[src/sv/pddc_pkg.sv]
`default_nettype none
package pddc_pkg;

  // fixed field widths
  localparam int DIST_W     = 16;
  localparam int GAIN_W     = 16;
  localparam int SPEED_W    = 7;
  localparam int CORR_W     = 8;
  localparam int TOL_W      = 16;
  localparam int DRIVE_W    = 8;
  localparam int STATUS_W   = 2;
  localparam int CFG_IDX_W  = 3;
  localparam int CFG_DATA_W = 16;

  // unsaturated target fits 20 signed bits (|t| <= 335126)
  localparam int TGT_W = 20;

  // division by 11 as multiply by reciprocal, exact for magnitudes below 2^22
  localparam int MAG_W       = 22;
  localparam int RECIP_SHIFT = 25;
  localparam logic [MAG_W-1:0] RECIP_11 = 22'd3050403;

  // register reset values
  localparam logic [GAIN_W-1:0]  PROP_GAIN_RST   = 16'd51;
  localparam logic [GAIN_W-1:0]  DERIV_GAIN_RST  = 16'd256;
  localparam logic [SPEED_W-1:0] MAX_FWD_RST     = 7'd80;
  localparam logic [SPEED_W-1:0] MAX_BWD_RST     = 7'd50;
  localparam logic [SPEED_W-1:0] MIN_SPEED_RST   = 7'd18;
  localparam logic [CORR_W-1:0]  MAX_CORR_RST    = 8'd50;
  localparam logic [TOL_W-1:0]   TOLERANCE_RST   = 16'd0;

  typedef enum logic [STATUS_W-1:0] {
    ST_RUNNING = 2'd0,
    ST_REACHED = 2'd1,
    ST_GAVE_UP = 2'd2,
    ST_IDLE    = 2'd3
  } status_t;

  typedef enum logic {
    KIND_START  = 1'b0,
    KIND_SAMPLE = 1'b1
  } kind_t;

  typedef enum logic [CFG_IDX_W-1:0] {
    REG_PROP_GAIN       = 3'd0,
    REG_DERIV_GAIN      = 3'd1,
    REG_MAX_SPEED_FWD   = 3'd2,
    REG_MAX_SPEED_BWD   = 3'd3,
    REG_MIN_SPEED       = 3'd4,
    REG_MAX_CORRECTIONS = 3'd5,
    REG_TOLERANCE       = 3'd6
  } cfg_reg_t;

endpackage
`default_nettype wire

[src/sv/pddc_if.sv]
`default_nettype none
// command channel: start or encoder sample
interface pddc_cmd_if #(parameter int COUNT_BITS = 24) ();
  import pddc_pkg::*;
  logic                         valid;
  logic                         ready;
  logic                         kind;
  logic signed [DIST_W-1:0]     distance_qin;
  logic signed [COUNT_BITS-1:0] left_count;
  logic signed [COUNT_BITS-1:0] right_count;
  modport source (output valid, kind, distance_qin, left_count, right_count, input ready);
  modport sink   (input valid, kind, distance_qin, left_count, right_count, output ready);
endinterface

// response channel: drive command and status
interface pddc_rsp_if ();
  import pddc_pkg::*;
  logic                      valid;
  logic                      ready;
  logic signed [DRIVE_W-1:0] drive;
  logic [STATUS_W-1:0]       status;
  modport source (output valid, drive, status, input ready);
  modport sink   (input valid, drive, status, output ready);
endinterface

// register write channel
interface pddc_cfg_if ();
  import pddc_pkg::*;
  logic                  valid;
  logic                  ready;
  logic [CFG_IDX_W-1:0]  index;
  logic [CFG_DATA_W-1:0] data;
  modport source (output valid, index, data, input ready);
  modport sink   (input valid, index, data, output ready);
endinterface
`default_nettype wire

[src/sv/pd_drive_distance_controller.sv]
`default_nettype none
// PD drive-distance controller. A start transaction converts a signed distance in quarter
// inches into a target in encoder counts and returns the first drive command; each sample
// transaction averages the two encoder counts, updates the error and returns a saturated
// drive from the Q8 proportional-plus-derivative sum, with a minimum-speed floor and a
// give-up limit. Every command transaction gives exactly one response transaction. One
// transaction is accepted per clock while the response is not stalled; it passes the input
// stage (target conversion or encoder average) and then the evaluation stage, in which both
// gain multiplies, the limit checks and the run state update happen together so that the
// next transaction sees the updated error. A stalled response holds the pipeline. Registers
// may be written whenever no transaction is in flight; the write port never stalls.
module pd_drive_distance_controller #(
  parameter int COUNT_BITS = 24
) (
  input  wire          clk,
  input  wire          rst,
  pddc_cfg_if.sink     cfg,
  pddc_cmd_if.sink     cmd,
  pddc_rsp_if.source   rsp
);
  import pddc_pkg::*;

  localparam int ERR_W  = COUNT_BITS + 1;
  localparam int DIF_W  = COUNT_BITS + 2;
  localparam int P1_W   = GAIN_W + 1 + ERR_W;
  localparam int P2_W   = GAIN_W + 1 + DIF_W;
  localparam int C_W    = P2_W + 1;
  localparam int WIDE_W = ((COUNT_BITS > TGT_W) ? COUNT_BITS : TGT_W) + 1;
  localparam logic signed [WIDE_W-1:0] CNT_MAX = WIDE_W'((64'sd1 <<< (COUNT_BITS - 1)) - 1);
  localparam logic signed [WIDE_W-1:0] CNT_MIN = -CNT_MAX - 1;

  // configuration registers
  logic [GAIN_W-1:0]  prop_gain;
  logic [GAIN_W-1:0]  deriv_gain;
  logic [SPEED_W-1:0] max_speed_forward;
  logic [SPEED_W-1:0] max_speed_backward;
  logic [SPEED_W-1:0] min_speed;
  logic [CORR_W-1:0]  max_corrections;
  logic [TOL_W-1:0]   tolerance;

  assign cfg.ready = 1'b1;

  always_ff @(posedge clk) begin
    if (rst) begin
      prop_gain          <= PROP_GAIN_RST;
      deriv_gain         <= DERIV_GAIN_RST;
      max_speed_forward  <= MAX_FWD_RST;
      max_speed_backward <= MAX_BWD_RST;
      min_speed          <= MIN_SPEED_RST;
      max_corrections    <= MAX_CORR_RST;
      tolerance          <= TOLERANCE_RST;
    end else if (cfg.valid) begin
      case (cfg.index)
        REG_PROP_GAIN:       prop_gain          <= cfg.data;
        REG_DERIV_GAIN:      deriv_gain         <= cfg.data;
        REG_MAX_SPEED_FWD:   max_speed_forward  <= cfg.data[SPEED_W-1:0];
        REG_MAX_SPEED_BWD:   max_speed_backward <= cfg.data[SPEED_W-1:0];
        REG_MIN_SPEED:       min_speed          <= cfg.data[SPEED_W-1:0];
        REG_MAX_CORRECTIONS: max_corrections    <= cfg.data[CORR_W-1:0];
        REG_TOLERANCE:       tolerance          <= cfg.data;
        default: ;
      endcase
    end
  end

  // pipeline flow control
  logic s1_valid;
  logic advance;
  logic fire;

  assign advance   = !rsp.valid || rsp.ready;
  assign cmd.ready = !s1_valid || advance;
  assign fire      = s1_valid && advance;

  // target conversion: trunc((trunc(d*45/4)+1)*10/11)
  logic signed [21:0]       d45;
  logic signed [19:0]       q4;
  logic signed [23:0]       p10;
  logic                     p10_neg;
  logic [MAG_W-1:0]         p10_mag;
  logic [2*MAG_W-1:0]       div_prod;
  logic [TGT_W-2:0]         q11;
  logic signed [WIDE_W-1:0] t_wide;
  logic signed [WIDE_W-1:0] t_sat;

  always_comb begin
    d45      = 22'(cmd.distance_qin) * 22'sd45;
    q4       = 20'((d45 + (d45[21] ? 22'sd3 : 22'sd0)) >>> 2);
    p10      = 24'(q4 + 20'sd1) * 24'sd10;
    p10_neg  = p10[23];
    p10_mag  = MAG_W'(p10_neg ? -p10 : p10);
    div_prod = p10_mag * RECIP_11;
    q11      = div_prod[RECIP_SHIFT +: (TGT_W - 1)];
    t_wide   = p10_neg ? -WIDE_W'($signed({1'b0, q11})) : WIDE_W'($signed({1'b0, q11}));
    if (t_wide > CNT_MAX) begin
      t_sat = CNT_MAX;
    end else if (t_wide < CNT_MIN) begin
      t_sat = CNT_MIN;
    end else begin
      t_sat = t_wide;
    end
  end

  // encoder average truncated toward zero
  logic signed [COUNT_BITS:0] cnt_sum;
  logic signed [COUNT_BITS:0] cnt_half;

  always_comb begin
    cnt_sum  = (COUNT_BITS+1)'(cmd.left_count) + (COUNT_BITS+1)'(cmd.right_count);
    cnt_half = (cnt_sum + {{COUNT_BITS{1'b0}}, cnt_sum[COUNT_BITS]}) >>> 1;
  end

  // input stage
  logic                         s1_kind;
  logic signed [COUNT_BITS-1:0] s1_target;
  logic                         s1_backward;
  logic signed [COUNT_BITS-1:0] s1_avg;

  always_ff @(posedge clk) begin
    if (rst) begin
      s1_valid <= 1'b0;
    end else if (cmd.ready) begin
      s1_valid <= cmd.valid;
    end
  end

  always_ff @(posedge clk) begin
    if (cmd.valid && cmd.ready) begin
      s1_kind     <= cmd.kind;
      s1_target   <= t_sat[COUNT_BITS-1:0];
      s1_backward <= cmd.distance_qin[DIST_W-1];
      s1_avg      <= cnt_half[COUNT_BITS-1:0];
    end
  end

  // run state
  logic signed [COUNT_BITS-1:0] target_counts;
  logic signed [ERR_W-1:0]      error_now;
  logic signed [ERR_W-1:0]      error_before;
  logic [CORR_W-1:0]            correction_count;
  logic                         running;
  logic                         going_backward;

  // evaluation stage
  logic                    is_start;
  logic                    active;
  logic signed [ERR_W-1:0] en_next;
  logic signed [ERR_W-1:0] eb_next;
  logic [ERR_W-1:0]        en_mag;
  logic [ERR_W-1:0]        eb_mag;
  logic signed [DIF_W-1:0] err_dif;
  logic signed [P1_W-1:0]  p_term;
  logic signed [P2_W-1:0]  d_term;
  logic signed [C_W-1:0]   cmd_q8;
  logic                    c_neg;
  logic [C_W-1:0]          c_mag;
  logic                    backward_next;
  logic [SPEED_W-1:0]      lim;
  logic [DRIVE_W-1:0]      lim8;
  logic [DRIVE_W-1:0]      lo8;
  logic                    within_tol;
  logic                    too_fast;
  logic                    too_slow;
  logic [CORR_W-1:0]       corr_next;
  logic                    running_next;
  logic [DRIVE_W-1:0]      drive_next;
  status_t                 status_next;

  always_comb begin
    is_start      = (s1_kind == KIND_START);
    active        = is_start || running;
    backward_next = is_start ? s1_backward : going_backward;
    if (is_start) begin
      en_next = ERR_W'(s1_target);
      eb_next = '0;
    end else begin
      en_next = ERR_W'(target_counts) - ERR_W'(s1_avg);
      eb_next = error_now;
    end
    en_mag     = en_next[ERR_W-1] ? -en_next : en_next;
    eb_mag     = eb_next[ERR_W-1] ? -eb_next : eb_next;
    within_tol = (en_mag <= ERR_W'(tolerance)) && (eb_mag <= ERR_W'(tolerance));
    err_dif    = DIF_W'(en_next) - DIF_W'(eb_next);
    p_term     = $signed({1'b0, prop_gain}) * en_next;
    d_term     = $signed({1'b0, deriv_gain}) * err_dif;
    cmd_q8     = C_W'(p_term) + C_W'(d_term);
    c_neg      = cmd_q8[C_W-1];
    c_mag      = c_neg ? -cmd_q8 : cmd_q8;
    lim        = backward_next ? max_speed_backward : max_speed_forward;
    lim8       = {1'b0, lim};
    lo8        = {1'b0, min_speed};
    too_fast   = c_mag > {{(C_W-SPEED_W-8){1'b0}}, lim, 8'd0};
    too_slow   = c_mag < {{(C_W-SPEED_W-8){1'b0}}, min_speed, 8'd0};

    corr_next    = is_start ? '0 : correction_count;
    running_next = active;
    drive_next   = '0;
    status_next  = ST_RUNNING;
    if (!active) begin
      status_next = ST_IDLE;
    end else if (within_tol) begin
      status_next  = ST_REACHED;
      running_next = 1'b0;
      corr_next    = '0;
    end else if (too_fast) begin
      drive_next = c_neg ? (8'd0 - lim8) : lim8;
    end else if (too_slow) begin
      if (corr_next < max_corrections) begin
        corr_next  = corr_next + 1'b1;
        drive_next = c_neg ? (8'd0 - lo8) : lo8;
      end else begin
        status_next  = ST_GAVE_UP;
        running_next = 1'b0;
        corr_next    = '0;
      end
    end else begin
      drive_next = c_neg ? (8'd0 - {1'b0, c_mag[14:8]}) : {1'b0, c_mag[14:8]};
    end
  end

  // state update with each evaluated start, or sample taken while running
  always_ff @(posedge clk) begin
    if (rst) begin
      target_counts    <= '0;
      error_now        <= '0;
      error_before     <= '0;
      correction_count <= '0;
      running          <= 1'b0;
      going_backward   <= 1'b0;
    end else if (fire && active) begin
      if (is_start) begin
        target_counts  <= s1_target;
        going_backward <= s1_backward;
      end
      error_now        <= en_next;
      error_before     <= eb_next;
      correction_count <= corr_next;
      running          <= running_next;
    end
  end

  // response register
  always_ff @(posedge clk) begin
    if (rst) begin
      rsp.valid <= 1'b0;
    end else if (advance) begin
      rsp.valid <= s1_valid;
    end
  end

  always_ff @(posedge clk) begin
    if (fire) begin
      rsp.drive  <= drive_next;
      rsp.status <= status_next;
    end
  end

endmodule
`default_nettype wire

[src/flat_wrapper.sv]
// flat-port wrapper written by rule: the top's interface ports become plain ports
module pd_drive_distance_controller_flat import pddc_pkg::*;
#(
  parameter int COUNT_BITS = 24
)
  (clk, rst, cfg_valid, cfg_index, cfg_data, cfg_ready, cmd_valid, cmd_kind, cmd_distance_qin, cmd_left_count, cmd_right_count, cmd_ready, rsp_valid, rsp_drive, rsp_status, rsp_ready);
  pddc_cfg_if cfg_i ();
  pddc_cmd_if #(.COUNT_BITS(COUNT_BITS)) cmd_i ();
  pddc_rsp_if rsp_i ();
  input  wire clk;
  input  wire rst;
  input wire logic [$bits(cfg_i.valid)-1:0] cfg_valid;
  input wire logic [$bits(cfg_i.index)-1:0] cfg_index;
  input wire logic [$bits(cfg_i.data)-1:0] cfg_data;
  output wire logic [$bits(cfg_i.ready)-1:0] cfg_ready;
  input wire logic [$bits(cmd_i.valid)-1:0] cmd_valid;
  input wire logic [$bits(cmd_i.kind)-1:0] cmd_kind;
  input wire logic [$bits(cmd_i.distance_qin)-1:0] cmd_distance_qin;
  input wire logic [$bits(cmd_i.left_count)-1:0] cmd_left_count;
  input wire logic [$bits(cmd_i.right_count)-1:0] cmd_right_count;
  output wire logic [$bits(cmd_i.ready)-1:0] cmd_ready;
  output wire logic [$bits(rsp_i.valid)-1:0] rsp_valid;
  output wire logic [$bits(rsp_i.drive)-1:0] rsp_drive;
  output wire logic [$bits(rsp_i.status)-1:0] rsp_status;
  input wire logic [$bits(rsp_i.ready)-1:0] rsp_ready;
  assign cfg_i.valid = cfg_valid;
  assign cfg_i.index = cfg_index;
  assign cfg_i.data = cfg_data;
  assign cfg_ready = cfg_i.ready;
  assign cmd_i.valid = cmd_valid;
  assign cmd_i.kind = cmd_kind;
  assign cmd_i.distance_qin = cmd_distance_qin;
  assign cmd_i.left_count = cmd_left_count;
  assign cmd_i.right_count = cmd_right_count;
  assign cmd_ready = cmd_i.ready;
  assign rsp_valid = rsp_i.valid;
  assign rsp_drive = rsp_i.drive;
  assign rsp_status = rsp_i.status;
  assign rsp_i.ready = rsp_ready;
  pd_drive_distance_controller #(.COUNT_BITS(COUNT_BITS)) u_core (.clk(clk), .rst(rst), .cfg(cfg_i), .cmd(cmd_i), .rsp(rsp_i));
endmodule
[config.mk]
export PLATFORM = sky130hd
export DESIGN_NAME = pd_drive_distance_controller_flat
export DESIGN_NICKNAME = d
export VERILOG_FILES = /design/src/sv/pddc_pkg.sv /design/src/sv/pddc_if.sv /design/src/sv/pd_drive_distance_controller.sv /design/src/flat_wrapper.sv
export SDC_FILE = /design/constraint.sdc
export NUM_CORES = 2
export LEC_CHECK = 0
export BUFFER_PORTS_ARGS = -buffer_cell sky130_fd_sc_hd__buf_2
export CAP_MARGIN = 40
export CORE_ASPECT_RATIO = 0.5
export CORE_MARGIN = 3
export CORE_UTILIZATION = 50
export DETAILED_ROUTE_END_ITERATION = 6
export MAX_ROUTING_LAYER = met4
export PLACE_DENSITY = 0.66
export SLEW_MARGIN = 20
export SYNTH_ARGS = -nofsm -noshare
export SYNTH_HDL_FRONTEND = slang
export SYNTH_SLANG_ARGS = --single-unit
[constraint.sdc]
create_clock -name clk -period 22.3 [get_ports clk]
set_input_delay 1.115 -clock clk [delete_from_list [all_inputs] [get_ports clk]]
set_output_delay 1.115 -clock clk [all_outputs]
set_load 0.02 [all_outputs]
==> flow_summary.yaml <==
run_status:
  outcome: "finished, final reports clean"
min_path:
  worstHoldStart: "u_core.prop_gain[8]"
  hold_class: "register to register"
  min_path_cells: 2
  worstHoldEndpoint: "u_core.prop_gain[8]"
worst_setup_path:
  critPathKind: "primary input to register"
  r2r_end: "u_core.rsp.drive[6]"
  cp.required_ns: 22.48
  end_kind: "register"
  cp_num_buf_inv: 12
  worst-path-max-fanout: 14
  worst_path_most_repeated_cell: "inv_1"
  crit_path_top_delay_cell: "or4_1"
  r2r_slack_ns: 3.66
  cp_top_family: "adder cells"
  start_kind: "primary input"
  crit_arrival_ns: 19.90
  crit_path_max_incr_delay_ns: 0.60
  rr_startpoint: "u_core.s1_kind"
  worst_r2r_path_depth: 57
drt:
  drtAntennaViolNets: 0
  drt-total-wl_um: 153000
  post_drt_wl_per_cell_um: 18.9
  via_count: 45164
  first_pass_iters: 7
  drt_iter0_drc: 3180
  drc_errors: 0
  via_per_inst: 5.57
clock_tree:
  cts-buffers-inserted: 17
  clock-sinks: 198
  cts_tree: "done"
  clockBufferDepth: 2
  clk_pin_slew_ns: 0.08
  cts_root_buf: "clkbuf_16"
  clk_latency_ns: 0.46
  postCtsSetupBuffers: 0
  cts.hold.buffers_added: 0
  cts_resized: 0
  h-tree-depth: 4
placed_design:
  dp_cells: 8076
  port_buffers: 100
  hpwl_um: 127000
  gp_congestion: 1.03
  pre_cts_ws_ns: 2.21
floorplanning:
  ios: 102
  die_w_um: 486
  die_area_um2: 120000
  core_area_um2: 114000
  die_h_um: 246
  num_rows: 87
  initial_core_util_pct: 50.8
synthesis:
  netlist_top_cells_area: "fa_1 37%, ha_1 14%, inv_1 8.3%"
  ys.warnings.count: 0
  synthTopCellsByCount: "1274 x inv_1, 1070 x fa_1, 911 x nand2_1"
  seq_area_frac_synth_pct: 7.91
  yosysMostFrequentCell: "inv_1"
  synth.distinct_cells: 99
  netlist_area_um2: 57700
  synthFlopType: "dfxtp_1"
  synth_edf_count: 60
  synth_top_area_share_pct: 37.1
  synthCells: 6612
  syn-num-nets: 8395
  syn_avg_cell_area_um2: 8.72
  ys_ff_latch: 198
  ys_async_sr_fraction_pct: 0
  yosys.area.top_type: "fa_1"
sta:
  setup_slack_ns: 2.57
  fmax_mhz: 50.7
  fin_crit_sh_pct: 88.5
  final_max_slew_viol_count: 0
  tightestPinTransition_ns: 0.877
  finalSetupTns_ns: 0
  hold_viol: 0
  relSlewSlack_pct: 40.8
  setup_violations: 0
  fin_skew_ns: 0.0171
  post-route-min-period_ns: 19.73
  rsz0062_at_grt: "no"
flow_run:
  maxCapViolCount: 0
global_routing:
  grt-ovfl-total: 0
  grt_max_degree: 56
  antenna_found_initial: 1
  first_global_vias: 47909
  grt_pass1_wl_um: 254000
  gr-usage-all-layers_pct: 27.2
cells_and_area:
  areaGrowthSynthToFinish_pct: 5.38
  fin_util_pct: 53.5
  final_layout_size_suffix_gt1_share_pct: 4.99
  instances_no_fill: 8113
  final_nets: 8369
## sequential cells by signal (all words and copies together), names as in the netlist, 2 cells and up
| signal | flops |
|---|---|
| u_core.deriv_gain | 16 |
| u_core.max_speed_backward | 7 |
| u_core.correction_count | 8 |
| u_core.s1_avg | 24 |
| u_core.s1_target | 24 |
| u_core.target_counts | 24 |
| u_core.prop_gain | 16 |
| u_core.rsp.drive | 8 |
| u_core.min_speed | 7 |
| u_core.error_now | 25 |
| u_core.rsp.status | 2 |
| u_core.tolerance | 16 |
| u_core.max_corrections | 8 |
| u_core.max_speed_forward | 7 |
## area by class of cell
| cell class | count | area [um^2] |
|---|---|---|
| tap | 1513 | 1890 |
| fill | 10392 | 52800 |
| multi-input combinational | 4883 | 47500 |
| sequential | 198 | 4560 |
| antenna | 1 | 2.50 |
| inverter | 1274 | 4780 |
| timing repair buffer | 212 | 1430 |
| clock buffer | 17 | 425 |
| clock inverter | 15 | 174 |
## worst register-to-register path: cells and delay by family (launching register included)
kind | cells | cell delay, ns
flip-flops | 1 | 0.33
AO/OA/AOI/OAI | 24 | 6.91
buffers and inverters | 8 | 2.31
XOR/XNOR | 1 | 0.50
adder cells (fa/ha/maj) | 11 | 5.02
AND/OR/NAND/NOR | 13 | 3.33
## through the flow
step	hold slack, ns	instance area (um^2)
final	0.458	60800
after global routing	0.477	60800
after CTS	0.460	60700
after detailed placement	0.448	60100
after global placement	0.442	60000
after floorplan	0.436	57700
## cell families after synthesis
| family | share of synthesized area [%] |
|---|---|
| AND/OR/NAND/NOR | 16.9 |
| multiplexers | 0.803 |
| AO/OA/AOI/OAI | 9.48 |
| flip-flops | 7.91 |
| adder cells (fa/ha/maj) | 50.7 |
| other | 0.00650 |
| XOR/XNOR | 4.19 |
| buffers and inverters | 10.0 |
## per-layer routing
layer / part of all wire [%] / vias to the layer above / global-route usage [%]
met2: 48 / 1428 / 45.6
li1: - / 20799 / -
met4: 3.1 / 0 / 7.72
met1: 44 / 22678 / 35.7
met5: 0 / - / -
met3: 5.4 / 259 / 1.97
## cell usage in the layout, fill, tap and decap left out, drive strengths merged, types with 44 or more instances in the layout
cell and n:
o21ai 140, dfxtp 138, nor3 107, a211oi 44
and2 339, a21oi 266, nor2b 54, nand3 83
a21o 66, nor2 284, xnor2 197, fa 1070
ha 624, xor2 79, buf 212, inv 1284
nand2 912, edfxtp 60
## how the worst max path moves through the flow
| stage | from | endpoint | slack (ns) | depth (start not counted) |
|---|---|---|---|---|
| detailed placement | cmd_distance_qin[8] | u_core.s1_target[8] | 2.21 | 71 |
| CTS | cmd_distance_qin[8] | u_core.s1_target[8] | 2.68 | 71 |
| floorplan | cmd_distance_qin[8] | u_core.s1_target[10] | 4.19 | 67 |
| global route | cmd_distance_qin[8] | u_core.s1_target[8] | 1.11 | 69 |
| global placement | cmd_distance_qin[8] | u_core.s1_target[2] | 2.18 | 71 |
| finish | cmd_distance_qin[8] | u_core.s1_target[8] | 2.57 | 71 |
Power is left out: the tool's default activity adds up to more than one toggle a clock period on the data nets, which glitch-free logic cannot reach.
